--- src/design/u16u8_pkg.sv ---
package u16u8_pkg;

  localparam int unsigned UNIT_W   = 16;
  localparam int unsigned BYTE_W   = 8;
  localparam int unsigned COUNT_W  = 16;
  localparam int unsigned STATUS_W = 2;
  localparam int unsigned CODE_W   = 21;
  localparam int unsigned MAX_BYTES = 4;

  // Status codes reported on the end-of-string beat.
  localparam logic [STATUS_W-1:0] STATUS_OK        = 2'd0;
  localparam logic [STATUS_W-1:0] STATUS_SURROGATE = 2'd1;
  localparam logic [STATUS_W-1:0] STATUS_CAPACITY  = 2'd2;

  // Register map (byte addresses).
  localparam int unsigned          APB_ADDR_W          = 2;
  localparam logic [APB_ADDR_W-1:0] REG_OUTPUT_CAPACITY = 2'd0;
  localparam logic [COUNT_W-1:0]    CAPACITY_RESET      = 16'hFFFF;

  // Top six bits of a surrogate code unit.
  localparam logic [5:0] HIGH_SURR_TAG = 6'b110110;  // D800-DBFF
  localparam logic [5:0] LOW_SURR_TAG  = 6'b110111;  // DC00-DFFF

  localparam logic [CODE_W-1:0] SUPPL_BASE = 21'h10000;

  // UTF-8 lead and continuation prefixes.
  localparam logic [7:0] LEAD2 = 8'hC0;
  localparam logic [7:0] LEAD3 = 8'hE0;
  localparam logic [7:0] LEAD4 = 8'hF0;
  localparam logic [7:0] CONT  = 8'h80;

  typedef logic [BYTE_W-1:0] byte_t;

endpackage

--- src/design/utf16_to_utf8_encoder.sv ---
// UTF-16 to UTF-8 encoder. One UTF-16 code unit enters per in_ beat and the
// UTF-8 bytes of the character it completes leave one per out_ beat: 1 to 3
// bytes for a plain unit, 4 bytes for a low surrogate that follows a high
// surrogate, and none for a high surrogate (held until the next unit) or for a
// unit dropped after an error. A zero unit ends the string and produces one
// end-of-string beat (tuser high, data byte 0) that carries the byte count and
// the status: ok, bad surrogate pairing, or capacity exceeded. After an error
// the rest of the string up to the zero unit is dropped. The output_capacity
// register (address 0, reset 65535) limits the bytes of one string; a
// character that does not fit is not emitted and flags capacity exceeded.
// Write it only while the block is idle. Timing: a unit is decoded from the input
// register once the output register is free, and its bytes are loaded into a
// four-byte output register, which drains one byte per cycle while out_tready is
// high; the input takes a new unit in the same cycle that the output register
// hands over its last byte, so one-byte characters stream at one per clock while
// the output is ready.
module utf16_to_utf8_encoder (
  input  logic        clk,
  input  logic        rst_n,
  // Input stream.
  input  logic        in_tvalid,
  output logic        in_tready,
  input  logic [15:0] in_tdata,   // [15:0] code_unit
  // Output stream.
  output logic        out_tvalid,
  input  logic        out_tready,
  output logic [31:0] out_tdata,  // [7:0] out_byte, [23:8] bytes_written,
                                  // [25:24] status, [31:26] zero
  output logic        out_tlast,  // last_of_run
  output logic        out_tuser,  // [0] end_of_string
  // Configuration port.
  input  logic        psel,
  input  logic        penable,
  input  logic        pwrite,
  input  logic [u16u8_pkg::APB_ADDR_W-1:0] paddr,
  input  logic [31:0] pwdata,
  output logic [31:0] prdata,
  output logic        pready
);

  localparam int unsigned CW = u16u8_pkg::COUNT_W;
  localparam int unsigned SW = u16u8_pkg::STATUS_W;

  // Input register.
  logic                          in_valid_r;
  logic [u16u8_pkg::UNIT_W-1:0]  in_unit_r;

  // String state.
  logic [CW-1:0] cap_r;
  logic [9:0]    pend_bits_r, pend_bits_nxt;
  logic          pend_valid_r, pend_valid_nxt;
  logic [CW-1:0] space_r, space_nxt;
  logic [CW-1:0] count_r, count_nxt;
  logic [SW-1:0] err_r, err_nxt;

  // Output register: up to four bytes, drained by res_idx_r.
  logic                res_valid_r;
  u16u8_pkg::byte_t    res_bytes_r [u16u8_pkg::MAX_BYTES];
  logic [1:0]          res_last_r;
  logic [1:0]          res_idx_r;
  logic [CW-1:0]       res_base_r;
  logic                res_eos_r;
  logic [SW-1:0]       res_status_r;

  // Decode results.
  logic                emit;
  logic                emit_eos;
  logic [SW-1:0]       emit_status;
  u16u8_pkg::byte_t    enc_bytes [u16u8_pkg::MAX_BYTES];
  logic [2:0]          enc_n;
  logic [u16u8_pkg::CODE_W-1:0] code;
  logic                is_high, is_low;
  logic                pair_code;
  logic                cfg_write;

  logic res_done, res_free, proc_fire;

  assign res_done  = res_valid_r && out_tready && (res_idx_r == res_last_r);
  assign res_free  = !res_valid_r || res_done;
  assign proc_fire = in_valid_r && res_free;
  assign in_tready = !in_valid_r || res_free;

  assign cfg_write = psel && penable && pwrite && pready;
  assign pready    = 1'b1;
  assign prdata    = (paddr == u16u8_pkg::REG_OUTPUT_CAPACITY) ? {16'd0, cap_r} : 32'd0;

  assign is_high = (in_unit_r[15:10] == u16u8_pkg::HIGH_SURR_TAG);
  assign is_low  = (in_unit_r[15:10] == u16u8_pkg::LOW_SURR_TAG);

  // The character code: a plain unit, or a surrogate pair joined.
  assign pair_code = pend_valid_r && is_low;
  assign code = pair_code ? (u16u8_pkg::SUPPL_BASE + {1'b0, pend_bits_r, in_unit_r[9:0]})
                          : {5'd0, in_unit_r};

  // UTF-8 encoding, first byte at index 0.
  always_comb begin
    enc_bytes[0] = code[7:0];
    enc_bytes[1] = 8'd0;
    enc_bytes[2] = 8'd0;
    enc_bytes[3] = 8'd0;
    enc_n        = 3'd1;
    if (code[20:16] != 5'd0) begin
      enc_bytes[0] = u16u8_pkg::LEAD4 | {5'd0, code[20:18]};
      enc_bytes[1] = u16u8_pkg::CONT  | {2'd0, code[17:12]};
      enc_bytes[2] = u16u8_pkg::CONT  | {2'd0, code[11:6]};
      enc_bytes[3] = u16u8_pkg::CONT  | {2'd0, code[5:0]};
      enc_n        = 3'd4;
    end else if (code[15:11] != 5'd0) begin
      enc_bytes[0] = u16u8_pkg::LEAD3 | {4'd0, code[15:12]};
      enc_bytes[1] = u16u8_pkg::CONT  | {2'd0, code[11:6]};
      enc_bytes[2] = u16u8_pkg::CONT  | {2'd0, code[5:0]};
      enc_n        = 3'd3;
    end else if (code[10:7] != 4'd0) begin
      enc_bytes[0] = u16u8_pkg::LEAD2 | {3'd0, code[10:6]};
      enc_bytes[1] = u16u8_pkg::CONT  | {2'd0, code[5:0]};
      enc_n        = 3'd2;
    end
  end

  // String state update for the unit in the input register.
  always_comb begin
    pend_bits_nxt  = pend_bits_r;
    pend_valid_nxt = pend_valid_r;
    space_nxt      = space_r;
    count_nxt      = count_r;
    err_nxt        = err_r;
    emit           = 1'b0;
    emit_eos       = 1'b0;
    emit_status    = u16u8_pkg::STATUS_OK;
    if (in_unit_r == '0) begin
      // End of string: report, then start a fresh string.
      emit     = 1'b1;
      emit_eos = 1'b1;
      if (err_r == u16u8_pkg::STATUS_OK && pend_valid_r) begin
        emit_status = u16u8_pkg::STATUS_SURROGATE;
      end else begin
        emit_status = err_r;
      end
      pend_bits_nxt  = '0;
      pend_valid_nxt = 1'b0;
      space_nxt      = cap_r;
      count_nxt      = '0;
      err_nxt        = u16u8_pkg::STATUS_OK;
    end else if (err_r != u16u8_pkg::STATUS_OK) begin
      // Dropped until the end of the string.
    end else if (pend_valid_r && !is_low) begin
      pend_bits_nxt  = '0;
      pend_valid_nxt = 1'b0;
      err_nxt        = u16u8_pkg::STATUS_SURROGATE;
    end else if (!pend_valid_r && is_high) begin
      pend_bits_nxt  = in_unit_r[9:0];
      pend_valid_nxt = 1'b1;
    end else if (!pend_valid_r && is_low) begin
      err_nxt = u16u8_pkg::STATUS_SURROGATE;
    end else begin
      // A complete character: plain unit or a closed surrogate pair.
      pend_bits_nxt  = '0;
      pend_valid_nxt = 1'b0;
      if (space_r < {13'd0, enc_n}) begin
        err_nxt = u16u8_pkg::STATUS_CAPACITY;
      end else begin
        emit      = 1'b1;
        space_nxt = space_r - {13'd0, enc_n};
        count_nxt = count_r + {13'd0, enc_n};
      end
    end
  end

  // Input register.
  always_ff @(posedge clk) begin
    if (!rst_n) begin
      in_valid_r <= 1'b0;
    end else if (in_tready) begin
      in_valid_r <= in_tvalid;
    end
  end

  always_ff @(posedge clk) begin
    if (in_tvalid && in_tready) begin
      in_unit_r <= in_tdata;
    end
  end

  // String state and configuration register.
  always_ff @(posedge clk) begin
    if (!rst_n) begin
      cap_r        <= u16u8_pkg::CAPACITY_RESET;
      pend_bits_r  <= '0;
      pend_valid_r <= 1'b0;
      space_r      <= u16u8_pkg::CAPACITY_RESET;
      count_r      <= '0;
      err_r        <= u16u8_pkg::STATUS_OK;
    end else if (cfg_write) begin
      // Capacity applies to the string in progress, less what it already used.
      cap_r   <= pwdata[CW-1:0];
      space_r <= (pwdata[CW-1:0] > count_r) ? (pwdata[CW-1:0] - count_r) : '0;
    end else if (proc_fire) begin
      pend_bits_r  <= pend_bits_nxt;
      pend_valid_r <= pend_valid_nxt;
      space_r      <= space_nxt;
      count_r      <= count_nxt;
      err_r        <= err_nxt;
    end
  end

  // Output register control.
  always_ff @(posedge clk) begin
    if (!rst_n) begin
      res_valid_r <= 1'b0;
      res_idx_r   <= '0;
    end else if (proc_fire) begin
      res_valid_r <= emit;
      res_idx_r   <= '0;
    end else if (res_done) begin
      res_valid_r <= 1'b0;
    end else if (res_valid_r && out_tready) begin
      res_idx_r <= res_idx_r + 2'd1;
    end
  end

  // Output register payload.
  always_ff @(posedge clk) begin
    if (proc_fire && emit) begin
      res_base_r   <= count_r;
      res_eos_r    <= emit_eos;
      res_status_r <= emit_status;
      if (emit_eos) begin
        res_bytes_r[0] <= 8'd0;
        res_bytes_r[1] <= 8'd0;
        res_bytes_r[2] <= 8'd0;
        res_bytes_r[3] <= 8'd0;
        res_last_r     <= 2'd0;
      end else begin
        res_bytes_r[0] <= enc_bytes[0];
        res_bytes_r[1] <= enc_bytes[1];
        res_bytes_r[2] <= enc_bytes[2];
        res_bytes_r[3] <= enc_bytes[3];
        res_last_r     <= 2'(enc_n - 3'd1);
      end
    end
  end

  logic [CW-1:0] bytes_written;
  assign bytes_written = res_eos_r ? res_base_r
                                   : (res_base_r + {14'd0, res_idx_r} + 16'd1);

  assign out_tvalid = res_valid_r;
  assign out_tdata  = {6'd0, res_status_r, bytes_written, res_bytes_r[res_idx_r]};
  assign out_tlast  = (res_idx_r == res_last_r);
  assign out_tuser  = res_eos_r;

endmodule

--- config.mk ---
export PLATFORM = sky130hd
export DESIGN_NAME = utf16_to_utf8_encoder
export DESIGN_NICKNAME = d
export VERILOG_FILES = /design/src/design/u16u8_pkg.sv /design/src/design/utf16_to_utf8_encoder.sv
export SDC_FILE = /design/constraint.sdc
export NUM_CORES = 1
export LEC_CHECK = 0
export BUFFER_PORTS_ARGS = -buffer_cell sky130_fd_sc_hd__buf_4
export CORE_ASPECT_RATIO = 1.5
export CORE_MARGIN = 4
export CORE_UTILIZATION = 28
export DETAILED_ROUTE_END_ITERATION = 7
export HOLD_SLACK_MARGIN = 0.03
export PLACE_DENSITY = 0.53
export SYNTH_ARGS = -nofsm -noshare
export SYNTH_HDL_FRONTEND = slang
export SYNTH_SLANG_ARGS = --single-unit
--- constraint.sdc ---
create_clock -name clk -period 10.5 [get_ports clk]
set_input_delay 1.575 -clock clk [delete_from_list [all_inputs] [get_ports clk]]
set_output_delay 1.575 -clock clk [all_outputs]
set_load 0.05 [all_outputs]
# After elaboration in Yosys (flattened, before gate mapping)
# Memories as Yosys holds them, arrays and structs flattened. A register that Yosys moved wholly into a read port is not among the register bits.
# Cells that the tools add are included.
# word_totals
reg_bits	102
latchBits	0
mem_bits_rw	32
mem_bits_ro	0
input_bits	57
output_inout_bits	69
word_cells	148
memories	1
# mem_list
memory	words	width	read_ports	rd_clocked_by_memory_dff	wr	line	source
res_bytes_r	4	8	1	1	4	utf16_to_utf8_encoder.sv:58	u16u8_pkg::byte_t res_bytes_r [u16u8_pkg::MAX_BYTES];
# op_classes
add_sub_neg	8
multipliers	0
div_mod_pow	0
n_lt_le_gt_ge	2
n_eq_ne	15
shifts	0
muxes	64
bitwise	8
n_reduce_logical	35
# op_table
cell	count
$mux W16	19
$mux W10	5
$mux W8	6
$mux W24	1
$add A17 B20 Y21 const A	1
$mux W1	21
$mux W21	1
$mux W2	9
$ne A3 B3 Y1 const B	6
$add A16 B1 Y16 const B	1
$add A16 B2 Y16	1
$add A16 B3 Y16	1
$gt A16 B16 Y1	1
$logic_not A16 Y1	1
$lt A16 B3 Y1	1
$sub A16 B16 Y16	1
$sub A16 B3 Y16	1
$eq A6 B6 Y1 const B	2
$logic_and A1 B1 Y1	12
$ne A2 B2 Y1 const B	5
$reduce_bool A5 Y1	2
$reduce_bool A4 Y1	2
$reduce_and A7 Y1	1
$mux W3	2
other kinds (15)	29

# Longest topological paths before layout
# Gate-level depths: netlist of run 1.
# depth
word_depth	18
ltp_mapped	22
ltp_nobuf	18

# Least setup slack after synthesis of run 1
# Ideal clock, no wire load.
# synth_timing
path_type	register to register
start	register in_unit_r[13] (netlist name)
end	memory res_bytes_r[0][0] (netlist name) (enable)
setup_time_ns	0.384
arrival_ns	4.876
required_ns	10.116
path_slack_ns	5.240
path_stages_with_launch	18
n_path_buf	3
period_less_slack_ns	5.260
cell_sequence	edfxtp_1 -> nand3b_1 -> nor2_1 -> and2_1 -> ha_1 -> clkbuf_1 -> mux2_2 -> or3_1 -> clkbuf_1 -> clkbuf_1 -> o21ai_0 -> inv_1 -> fa_1 -> nand2b_1 -> and4_4 -> a2111o_1 -> a21o_2 -> inv_1
# synth_rtl
element	line	source
start: declaration	utf16_to_utf8_encoder.sv:46	logic [u16u8_pkg::UNIT_W-1:0] in_unit_r;
start signal: assignment	utf16_to_utf8_encoder.sv:180	in_unit_r <= in_tdata;
end: declaration	utf16_to_utf8_encoder.sv:58	

# Worst setup path after layout of run 1
# layout_timing
start	register in_unit_r[13] (netlist name)
end	register space_r[2]
# layout_between
elab_chain_len	16
elab_cells_between_ends	31
cone_classes	add/sub: 1; order compare: 1; eq/ne: 7; mux: 12; reduce/logical: 10
# layout_lines
element	line	source
$eq A6 B6 Y1	utf16_to_utf8_encoder.sv:88	assign is_low = (in_unit_r[15:10] == u16u8_pkg::LOW_SURR_TAG);
$logic_and A1 B1 Y1	utf16_to_utf8_encoder.sv:91	assign pair_code = pend_valid_r && is_low;
$mux W21	utf16_to_utf8_encoder.sv:92	assign code = pair_code ? (u16u8_pkg::SUPPL_BASE + {1'b0, pend_bits_r, in_unit_r[9:0]})
$reduce_bool A4 Y1	utf16_to_utf8_encoder.sv:113	end else if (code[10:7] != 4'd0) begin
$mux W2	utf16_to_utf8_encoder.sv:113	
$mux W3	utf16_to_utf8_encoder.sv:108	end else if (code[15:11] != 5'd0) begin
$mux W3	utf16_to_utf8_encoder.sv:102	if (code[20:16] != 5'd0) begin
$sub A16 B3 Y16	utf16_to_utf8_encoder.sv:163	space_nxt = space_r - {13'd0, enc_n};
$mux W16	utf16_to_utf8_encoder.sv:159	if (space_r < {13'd0, enc_n}) begin
$mux W16	utf16_to_utf8_encoder.sv:153	end else if (!pend_valid_r && is_low) begin
$mux W16	utf16_to_utf8_encoder.sv:150	end else if (!pend_valid_r && is_high) begin
$mux W16	utf16_to_utf8_encoder.sv:146	end else if (pend_valid_r && !is_low) begin
$mux W16	utf16_to_utf8_encoder.sv:144	end else if (err_r != u16u8_pkg::STATUS_OK) begin
$mux W16	utf16_to_utf8_encoder.sv:130	if (in_unit_r == '0) begin
$mux W16	utf16_to_utf8_encoder.sv:197	end else if (proc_fire) begin
$mux W16	utf16_to_utf8_encoder.sv:193	end else if (cfg_write) begin
end signal: assignment	utf16_to_utf8_encoder.sv:190	space_r <= u16u8_pkg::CAPACITY_RESET;
end signal: assignment	utf16_to_utf8_encoder.sv:196	space_r <= (pwdata[CW-1:0] > count_r) ? (pwdata[CW-1:0] - count_r) : '0;
end signal: assignment	utf16_to_utf8_encoder.sv:200	space_r <= space_nxt;
end: declaration	utf16_to_utf8_encoder.sv:52	logic [CW-1:0] space_r, space_nxt;
# Several ways; a longest one is shown, not always the timed one. The select of a mux whose other input is x is not followed.
# A chain may end at the register's enable or synchronous reset.

==> PnR_summary.wiki, run 1 <==
{| class="wikitable"
! Metric !! Value
|-
| Critical Path Stages || 18
|-
| Clock slew at the register clock pins of the worst setup and hold paths || 60 ps
|-
| Root cell of the clock tree || clkbuf_16
|-
| Launching element of the worst setup path || in_unit_r[13]$_DFFE_PP_
|-
| CTS Buffer Depth || 2
|-
| Number of antenna cells inserted || 0
|-
| Part of the power in registers || 40.9%
|-
| Number of storage elements in the synthesis netlist || 133
|-
| Die X-Extent || 144 um
|-
| Unrepaired setup endpoints after global routing || false
|-
| Standard cell with the maximum stage delay on the critical path || mux2i_1
|-
| Path depth of the worst reg2reg path || 18
|-
| Max-capacitance violation count || 0
|-
| Hold Startpoint || count_r[4]$_SDFFE_PN0P_
|-
| Required arrival time at the worst endpoint || 10780 ps
|-
| Most common library cells after synthesis || 86 x nand2_1, 67 x dfxtp_1, 66 x edfxtp_1
|-
| Max incr delay on CP || 480 ps
|-
| FMAX || 163 MHz
|-
| Measured slew at the worst slew-check pin || 1070 ps
|-
| Final Net Count || 1003
|-
| Relative slew slack || 28.6%
|-
| Cell-internal power || 0.00105 W
|-
| Count of H-tree levels built during CTS || 4
|-
| Std-Cell Core Area || 0.0273 mm2
|-
| Initial DRC Count || 357
|-
| Average wire per standard cell || 16.9 um
|-
| Initial DRT Pass Iterations || 7
|-
| Overall via count from detail_route || 6324
|-
| DRT Wirelength || 21400 um
|-
| Fraction of synthesis flops using an asynchronous set or reset pin || 0%
|-
| Number of global-route vias before repair || 6408
|-
| Number of top-level pins || 126
|-
| Count of flip-flops with a built-in enable after synthesis || 66
|-
| Leakage dissipation || 3.53 nW
|-
| Post-synth cell types || 68
|-
| Finish-stage setup viols || 0
|-
| Warnings, synthesis || 0
|-
| Clock network latency to the later pin of the worst-skew pair || 430 ps
|-
| Number of cells produced by synthesis || 843
|-
| Average cell area after synthesis || 9.24 um2
|-
| Cell type with the largest total area after synthesis || edfxtp_1
|-
| Clock tree from TritonCTS || built
|-
| Detail-routed via count per cell || 4.99
|-
| Post-synthesis sequential area ratio || 42.7%
|-
| Post-DP HPWL || 16000 um
|-
| Maximum number of pins on one net before global-route repair || 55
|-
| Count of instances resized after the clock tree is built || 0
|-
| Full die area || 0.0306 mm2
|-
| Most frequent cell after synthesis || nand2_1
|-
| Input/output buffers || 86
|-
| Number of buffers added by the clock tree synthesis step || 17
|-
| Ratio of final minimum period to clock period || 58.3%
|-
| Hold-critical path depth || 0
|-
| Family of cells with the greatest summed delay on the critical path || simple AND/OR/NAND/NOR gates
|-
| Number of buffers and inverters on the critical path || 2
|-
| Number of buffers inserted by hold repair at cts || 0
|-
| Core utilization of the finished layout || 34.1%
|-
| Die height || 212 um
|-
| Post-route DRC || 0
|-
| Wire length of the first global-routing pass || 34000 um
|-
| Post-detailed-route count of antenna-violating nets || 0
|-
| Biggest area contributors in the synthesized netlist || edfxtp_1 25%, dfxtp_1 17%, ha_1 4.7%, xnor2_1 4.4%, nand2_1 4.1%
|-
| Final hold violations || 0
|-
| Cells along the critical path || nand3b_1 > nor2_1 > and2_1 > ha_1 > mux2i_1 > nor3b_1 > nand2b_1 > o21ai_0 > inv_1 > fa_1 > nand2b_1 > and4_4 > a2111o_1 > a21o_2 > inv_2 > nor2_4 > a221oi_1 > o21ai_0
|-
| Power density cells || 155 mW/mm2
|-
| Portion of total power attributed to the clock network || 44.6%
|-
| Post-route total power || 0.00144 W
|-
| Share of post-route cells with drive strength above 1 || 15.8%
|-
| Overall fraction of global-route tracks in use || 14.2%
|-
| Net switching fraction of the power || 27.1%
|-
| Antenna violations before repair || 0
|-
| Critical R2R Launch || in_unit_r[13]$_DFFE_PP_
|-
| Primary flip-flop cell chosen by synthesis mapping || dfxtp_1
|-
| Number of sinks on the clock net || 133
|-
| Combinational Power Share || 14.4%
|-
| Fraction of post-synthesis cell area in the top cell type by area || 25.5%
|-
| Hold/Removal Path Class || reg2reg
|-
| Setup bufs post-CTS || 0
|-
| Worst hold slack across all endpoints || 458 ps
|-
| GR Overflow Total || 0
|-
| Worst Path Class, Setup || reg2reg
|-
| Mapped Area || 0.00779 mm2
|-
| Result of the run || complete, no violations
|-
| Synth-to-Final Area Change || 19.5%
|-
| Sum Neg Setup Slack || 0 ps
|-
| Worst clock skew || 16.4 ps
|-
| Arrival time worst endpoint || 6400 ps
|-
| Net switching power || 0.000390 W
|-
| Cell Rows || 74
|-
| Max Transition Viols Final || 0
|-
| Min Clock Period, post-route || 6120 ps
|-
| Crit end category || flip-flop
|-
| Worst-case vdd ir drop || 0.000105 V
|-
| Critical Path Start Type || flip-flop
|-
| Top fanout value on the critical path || 28
|-
| Initial Utilization || 28.5%
|-
| GPL Wtd Cong || 0.873
|}
kinds of logic (layout without fill, tap and decap cells):
family	after synthesis	in the layout	synth area share, %
AOI/OAI and AO/OA	184	184	15.1
xor gates and xnor gates	54	54	6.07
adders and majority gates	33	33	5.69
buffers and inverters	102	164	6.14
DFF	133	133	42.7
muxes	18	18	3.47
other	2	23	0.0965
and+or+nand+nor	317	317	20.7
area by class of cell:
class,count,area (um2)
fill,2832,18000
clock inverter,11,175
timing repair buffer,94,706
sequential,133,3320
clock buffer,21,462
multi-input combinational,629,4070
tap,342,428
inverter,38,143
placed cells by master, fill, tap and decap left out, types with 18 or more instances in the layout:
cell / n
nand2_1: 86
clkbuf_16: 18
and2_1: 26
dfxtp_1: 67
nand3_1: 44
xnor2_1: 39
conb_1: 23
inv_1: 36
ha_1: 29
nor2_1: 59
buf_4: 94
a21oi_1: 48
o21ai_0: 49
edfxtp_1: 66
nor2b_1: 21
metrics by stage:
| step | setup slack (ps) | area (um2) | instances |
|---|---|---|---|
| 2_1_floorplan | 5240 | 7870 | 864 |
| 6_report | 4380 | 9300 | 1268 |
| 3_5_place_dp | 4380 | 8670 | 1236 |
| 4_1_cts | 4320 | 9300 | 1268 |
| 5_1_grt | 3850 | 9300 | 1268 |
| 3_3_place_gp | 4430 | 8670 | 1236 |
path summary, 6_finish.rpt:
| check | end | slack, ps |
|---|---|---|
| worst max-delay path | space_r[2]$_SDFFE_PN1P_ | 4380 |
| worst min-delay path | res_base_r[4]$_DFFE_PN_ | 460 |
| worst max register to register | space_r[2]$_SDFFE_PN1P_ | 4380 |
| worst min register to register | res_base_r[4]$_DFFE_PN_ | 460 |
layer usage:
layer  track usage (%)  up-vias  share of wire [%]
met2              25.3      169                 52
li1                  -     3117                  -
met3              2.81       26                4.3
met4              5.09        0                2.1
met1              16.9     3012                 42
met5                 0        -                  0
power by group through the flow:
stage	Combinational (W)	Sequential, W	Clock [W]
after floorplan	0.000156	0.000594	0
after CTS	0.000210	0.000590	0.000657
after global placement	0.000207	0.000601	0
after detailed placement	0.000209	0.000600	0
final	0.000208	0.000590	0.000643
after global routing	0.000228	0.000592	0.000678
sequential cells by signal (all words and copies together), names as in the netlist, named ones only:
signal and flops:
res_status_r 2, out_tvalid 1, out_tuser 1, in_valid_r 1, res_base_r 16, res_bytes_r 29, pend_valid_r 1, space_r 16
pend_bits_r 10, cap_r 16, res_last_r 2, res_idx_r 2, err_r 2, count_r 16, in_unit_r 16
Note: power is estimated with default switching activity, not from simulation.
==> inputs of run 2 (changes only) <==
- clock period: 10.5 -> 5.68 ns (I/O delays scaled with it)
==> run 2 against run 1 <==
Net effect: power is 82% higher; non-clock buffer count is 10 higher; global-route usage is 0.093 points higher; sequential share of layout area is 0.26 points lower; cell area is 0.73% higher; highest routed layer unchanged.
==> PnR_summary.wiki, run 2 (synthesized netlist as in run 1, its figures left out) <==
{| class="wikitable"
! Metric !! Value
|-
| Result of the run || complete, no violations
|-
| Placed Area || 0.00875 mm2
|-
| Die X-Extent || 144 um
|-
| Number of antenna cells inserted || 0
|-
| Input/output buffers || 86
|-
| Measured slew at the worst slew-check pin || 1120 ps
|-
| Critical Path Start Type || flip-flop
|-
| GR Overflow Total || 0
|-
| Number of flip-flops under the largest register name || 29
|-
| Post-detailed-route count of antenna-violating nets || 0
|-
| Arrival time worst endpoint || 5510 ps
|-
| Clock network latency to the later pin of the worst-skew pair || 430 ps
|-
| Antenna violations before repair || 0
|-
| Detail-routed via count per cell || 5.00
|-
| Average wire per standard cell || 16.9 um
|-
| Std-Cell Core Area || 0.0273 mm2
|-
| Hold/Removal Path Class || reg2reg
|-
| Crit end category || flip-flop
|-
| Count of H-tree levels built during CTS || 4
|-
| Worst clock skew || 20.6 ps
|-
| Synth-to-Final Area Change || 20.4%
|-
| Top fanout value on the critical path || 9
|-
| Cell Rows || 74
|-
| Max Transition Viols Final || 0
|-
| Ratio of final minimum period to clock period || 91.5%
|-
| Final Net Count || 1013
|-
| Worst-case vdd ir drop || 0.000185 V
|-
| Overall fraction of global-route tracks in use || 14.3%
|-
| Final hold violations || 0
|-
| Post-Layout Inst Area || 0.00937 mm2
|-
| Worst Path Class, Setup || reg2reg
|-
| DRT Wirelength || 21500 um
|-
| Sum Neg Setup Slack || 0 ps
|-
| Initial DRT Pass Iterations || 5
|-
| Initial DRC Count || 329
|-
| Clock slew at the register clock pins of the worst setup and hold paths || 60 ps
|-
| Min Clock Period, post-route || 5200 ps
|-
| GPL Wtd Cong || 0.855
|-
| Worst hold slack across all endpoints || 464 ps
|-
| Share of post-route cells with drive strength above 1 || 16.9%
|-
| Unrepaired setup endpoints after global routing || false
|-
| Placed insts || 1246
|-
| Clock tree from TritonCTS || built
|-
| Overall via count from detail_route || 6391
|-
| Wire length of the first global-routing pass || 34100 um
|-
| Most flops, register || res_bytes_r
|-
| Most frequent cells in the layout || 103 x buf_4, 86 x nand2_1, 67 x dfxtp_1, 66 x edfxtp_1, 59 x nor2_1
|-
| Relative slew slack || 25.5%
|-
| Leakage dissipation || 3.57 nW
|-
| Required arrival time at the worst endpoint || 5990 ps
|-
| Root cell of the clock tree || clkbuf_16
|-
| CTS Buffer Depth || 2
|-
| FMAX || 192 MHz
|-
| Number of global-route vias before repair || 6246
|-
| Initial Utilization || 28.5%
|-
| Number of top-level pins || 126
|-
| Number of buffers added by the clock tree synthesis step || 17
|-
| Finished Layout Cells || 1278
|-
| Commonest non-fill, non-tap cell in the layout || buf_4
|-
| Maximum number of pins on one net before global-route repair || 55
|-
| Number of sinks on the clock net || 133
|-
| Post-DP HPWL || 16200 um
|-
| Die height || 212 um
|-
| Max-capacitance violation count || 0
|-
| Post-route total power || 0.00263 W
|-
| Full die area || 0.0306 mm2
|-
| Setup bufs post-CTS || 0
|-
| Number of buffers inserted by hold repair at cts || 0
|-
| Post-route DRC || 0
|-
| Finish-stage setup viols || 0
|-
| Count of instances resized after the clock tree is built || 0
|-
| Power density cells || 281 mW/mm2
|}
run 2: changes by cell type in the layout (fill, tap and decap cells not counted):
cell        previous run  this run
buf_4                 94       103
bufinv_16              4         3
clkbuf_16             18        17
clkbuf_8               0         1
inv_6                  0         3
buf_12                 0         1
clkinvlp_4             2         3
clkbuf_1               3         1
clkinv_2               1         0
run 2: worst paths after layout:
kind / start / to / slack [ps] / cells past startpoint
min reg2reg: count_r[12]$_SDFFE_PN0P_ / res_base_r[12]$_DFFE_PN_ / 460 / 0
max reg2reg: in_unit_r[13]$_DFFE_PP_ / count_r[4]$_SDFFE_PN0P_ / 480 / 17
min: count_r[12]$_SDFFE_PN0P_ / res_base_r[12]$_DFFE_PN_ / 460 / 0
max: in_unit_r[13]$_DFFE_PP_ / count_r[4]$_SDFFE_PN0P_ / 480 / 17
run 2: metal layers:
layer	track usage (%)	vias up	part of all wire (%)
met3	2.75	24	4.6
met1	17.2	3044	41
met2	25.4	184	52
li1	-	3139	-
met5	0	-	0
met4	4.89	0	2.1
run 2: stage by stage:
step / utilization [%] / setup WS (ps)
floorplan: - / 420
global placement: 32.1 / 496
detailed placement: 32.1 / 490
CTS: 34.3 / 446
global route: 34.3 / 122
finish: 34.3 / 482
run 2: report_power, final:
group | switching [W] | total (W) | internal (W) | leakage [nW]
clock network | 0.000440 | 0.00115 | 0.000709 | 0.291
logic | 0.000257 | 0.000391 | 0.000134 | 2.08
registers | 0.0000393 | 0.00109 | 0.00105 | 1.20
run 2: final cells by class:
class / count / area [um2]
Clock buffer: 19 / 443
Clock inverter: 13 / 174
Fill cell: 2813 / 17900
Inverter: 38 / 143
Multi-Input combinational cell: 629 / 4070
Sequential cell: 133 / 3320
Tap cell: 342 / 428
Timing Repair Buffer: 104 / 793
run 2: critical path, cell delays in order, from the launching register on:
cell      delay (ps)
edfxtp_1         420
nand3b_1         220
nor2_1            90
and2_1           200
ha_1             430
mux2i_1          400
nand2_1          110
or3_1            340
o21ai_0          300
inv_1            120
fa_1             430
nand2b_1         240
and4_4           260
a2111o_1         480
a21o_2           330
or4_4            540
xnor2_1          140
nor2_1            50
==> inputs of run 3 (changes only) <==
==> constraint.sdc (replaced) <==
create_clock -name clk -period 5.68 [get_ports clk]
set_input_delay 0.284 -clock clk [delete_from_list [all_inputs] [get_ports clk]]
set_output_delay 0.284 -clock clk [all_outputs]
set_load 0.05 [all_outputs]
==> run 3 against run 2 <==
Net effect: via count increased by 1.1%; first-iteration DRC count is 11% higher; routed wire length rose by 1.2%; largest cell class unchanged; combinational power increased by 2%; core utilization grew 0.47 points; flip-flop and latch count stayed put; largest power group unchanged; sequential share of layout area shrank 0.48 points; fmax is 1.2% lower; clock skew fell by 5.0 ps; cell count increased by 1.1%; cell area rose by 1.4%.
==> PnR_summary.wiki, run 3 (synthesized netlist as in run 1, its figures left out) <==
{| class="wikitable"
! Metric !! Value
|-
| Result of the run || complete, no violations
|-
| Top fanout value on the critical path || 9
|-
| Net switching fraction of the power || 28.2%
|-
| Post-placement setup slack || 464 ps
|-
| Number of global-route vias before repair || 6316
|-
| Die X-Extent || 144 um
|-
| Number of sinks on the clock net || 133
|-
| GPL Wtd Cong || 0.865
|-
| Sum Neg Setup Slack || 0 ps
|-
| Area taken by flip-flops and latches || 0.00332 mm2
|-
| Clock slew at the register clock pins of the worst setup and hold paths || 60 ps
|-
| Initial DRT Pass Iterations || 5
|-
| Share of post-route cells with drive strength above 1 || 16.6%
|-
| Combinational Power Share || 15.2%
|-
| Relative slew slack || 26.9%
|-
| Arrival time worst endpoint || 5590 ps
|-
| Post-route DRC || 0
|-
| Number of top-level pins || 126
|-
| Count of instances resized after the clock tree is built || 0
|-
| Post-detailed-route count of antenna-violating nets || 0
|-
| Std-Cell Core Area || 0.0273 mm2
|-
| Critical Path Start Type || flip-flop
|-
| Average wire per standard cell || 16.9 um
|-
| Number of buffers added by the clock tree synthesis step || 17
|-
| Post-route total power || 0.00263 W
|-
| Ratio of final minimum period to clock period || 92.7%
|-
| R2R setup slack || 420 ps
|-
| Finish-stage setup viols || 0
|-
| Measured slew at the worst slew-check pin || 1100 ps
|-
| Clock tree from TritonCTS || built
|-
| Number of flip-flops under the largest register name || 29
|-
| Worst clock skew || 15.5 ps
|-
| Core utilization of the finished layout || 34.8%
|-
| Final Net Count || 1027
|-
| Number of filler instances in the final layout || 2777
|-
| Initial Utilization || 28.5%
|-
| Cell-internal power || 0.00189 W
|-
| Wire length of the first global-routing pass || 34300 um
|-
| Most frequent cells in the layout || 103 x buf_4, 86 x nand2_1, 67 x dfxtp_1, 66 x edfxtp_1, 59 x nor2_1
|-
| Final critical-path setup slack || 416 ps
|-
| Area used by multi-input combinational logic || 0.00407 mm2
|-
| Portion of total power attributed to the clock network || 43.3%
|-
| Antenna violations before repair || 0
|-
| Min Clock Period, post-route || 5260 ps
|-
| Net switching power || 0.000742 W
|-
| Unrepaired setup endpoints after global routing || false
|-
| Clock network latency to the later pin of the worst-skew pair || 440 ps
|-
| Crit end category || flip-flop
|-
| Commonest non-fill, non-tap cell in the layout || buf_4
|-
| Hold/Removal Path Class || in2reg
|-
| Maximum number of pins on one net before global-route repair || 55
|-
| Final hold violations || 0
|-
| Worst Path Class, Setup || reg2reg
|-
| Initial DRC Count || 366
|-
| Synth-to-Final Area Change || 22.0%
|-
| Power density cells || 277 mW/mm2
|-
| Overall fraction of global-route tracks in use || 14.4%
|-
| GR Overflow Total || 0
|-
| Input/output buffers || 86
|-
| Count of H-tree levels built during CTS || 4
|-
| Cell Rows || 74
|-
| Die height || 212 um
|-
| Required arrival time at the worst endpoint || 6000 ps
|-
| Overall via count from detail_route || 6464
|-
| Detail-routed via count per cell || 5.00
|-
| DRT Wirelength || 21800 um
|-
| Root cell of the clock tree || clkbuf_16
|-
| FMAX || 190 MHz
|-
| Max-capacitance violation count || 0
|-
| Max Transition Viols Final || 0
|-
| Full die area || 0.0306 mm2
|-
| Worst-case vdd ir drop || 0.000184 V
|-
| Number of antenna cells inserted || 0
|-
| Part of the power in registers || 41.5%
|-
| Most flops, register || res_bytes_r
|-
| Leakage dissipation || 3.62 nW
|-
| CTS Buffer Depth || 2
|-
| Post-DP HPWL || 16300 um
|}
## run 3: cell type report
cell class / count / area share (%)
clock buffer: 18 / 4.52
inverter: 38 / 1.50
tap: 342 / 4.50
sequential: 133 / 35.0
multi-input combinational: 629 / 42.8
timing repair buffer: 118 / 9.83
clock inverter: 14 / 1.84
## run 3: worst paths after layout
kind                             from                  endpoint  cells past startpoint
max           in_unit_r[13]$_DFFE_PP_   count_r[4]$_SDFFE_PN0P_                     16
min                       in_tdata[1]    in_unit_r[1]$_DFFE_PP_                      1
max reg2reg   in_unit_r[13]$_DFFE_PP_   count_r[4]$_SDFFE_PN0P_                     16
min reg2reg  count_r[12]$_SDFFE_PN0P_  res_base_r[12]$_DFFE_PN_                      0
## run 3: critical path, stage by stage, from the launching register on
cell and delay (ps):
edfxtp_1 400, nand3b_1 210, nor2_1 110, and2_1 200, ha_1 430, mux2_2 430, or3_1 390, o21ai_0 350
inv_1 140, fa_1 440, nand2b_1 250, and4_4 260, a2111o_1 470, a21o_2 320, or4_4 530, xnor2_1 160
nor2_1 50
## run 3: what timing repair did
| action | 4_1_cts | 5_1_grt |
|---|---|---|
| endpoints found under the hold margin | 14 | 0 |
| setup buffers | 0 | 0 |
| hold buffers | 14 | 0 |
## run 3: through the flow
stage / area, um2 / hold slack (ps) / cells
global placement: 8750 / 447 / 1246
CTS: 9500 / 33.7 / 1292
finish: 9500 / 44.1 / 1292
global route: 9500 / 31.2 / 1292
floorplan: 7870 / 383 / 864
detailed placement: 8750 / 462 / 1246
## run 3: power by group through the flow
stage	sequential [W]	clock, W	combinational, W
6_report	0.00109	0.00114	0.000400
2_1_floorplan	0.00110	0	0.000288
3_3_place_gp	0.00111	0	0.000391
3_5_place_dp	0.00111	0	0.000394
4_1_cts	0.00109	0.00116	0.000404
5_1_grt	0.00109	0.00120	0.000435
## run 3: layer usage
layer	vias up	wire length, um	global-route usage (%)
li1	3163	-	-
met3	32	993	3.11
met4	0	588	5.15
met2	162	11300	25.5
met5	-	0	0
met1	3107	8940	17.1
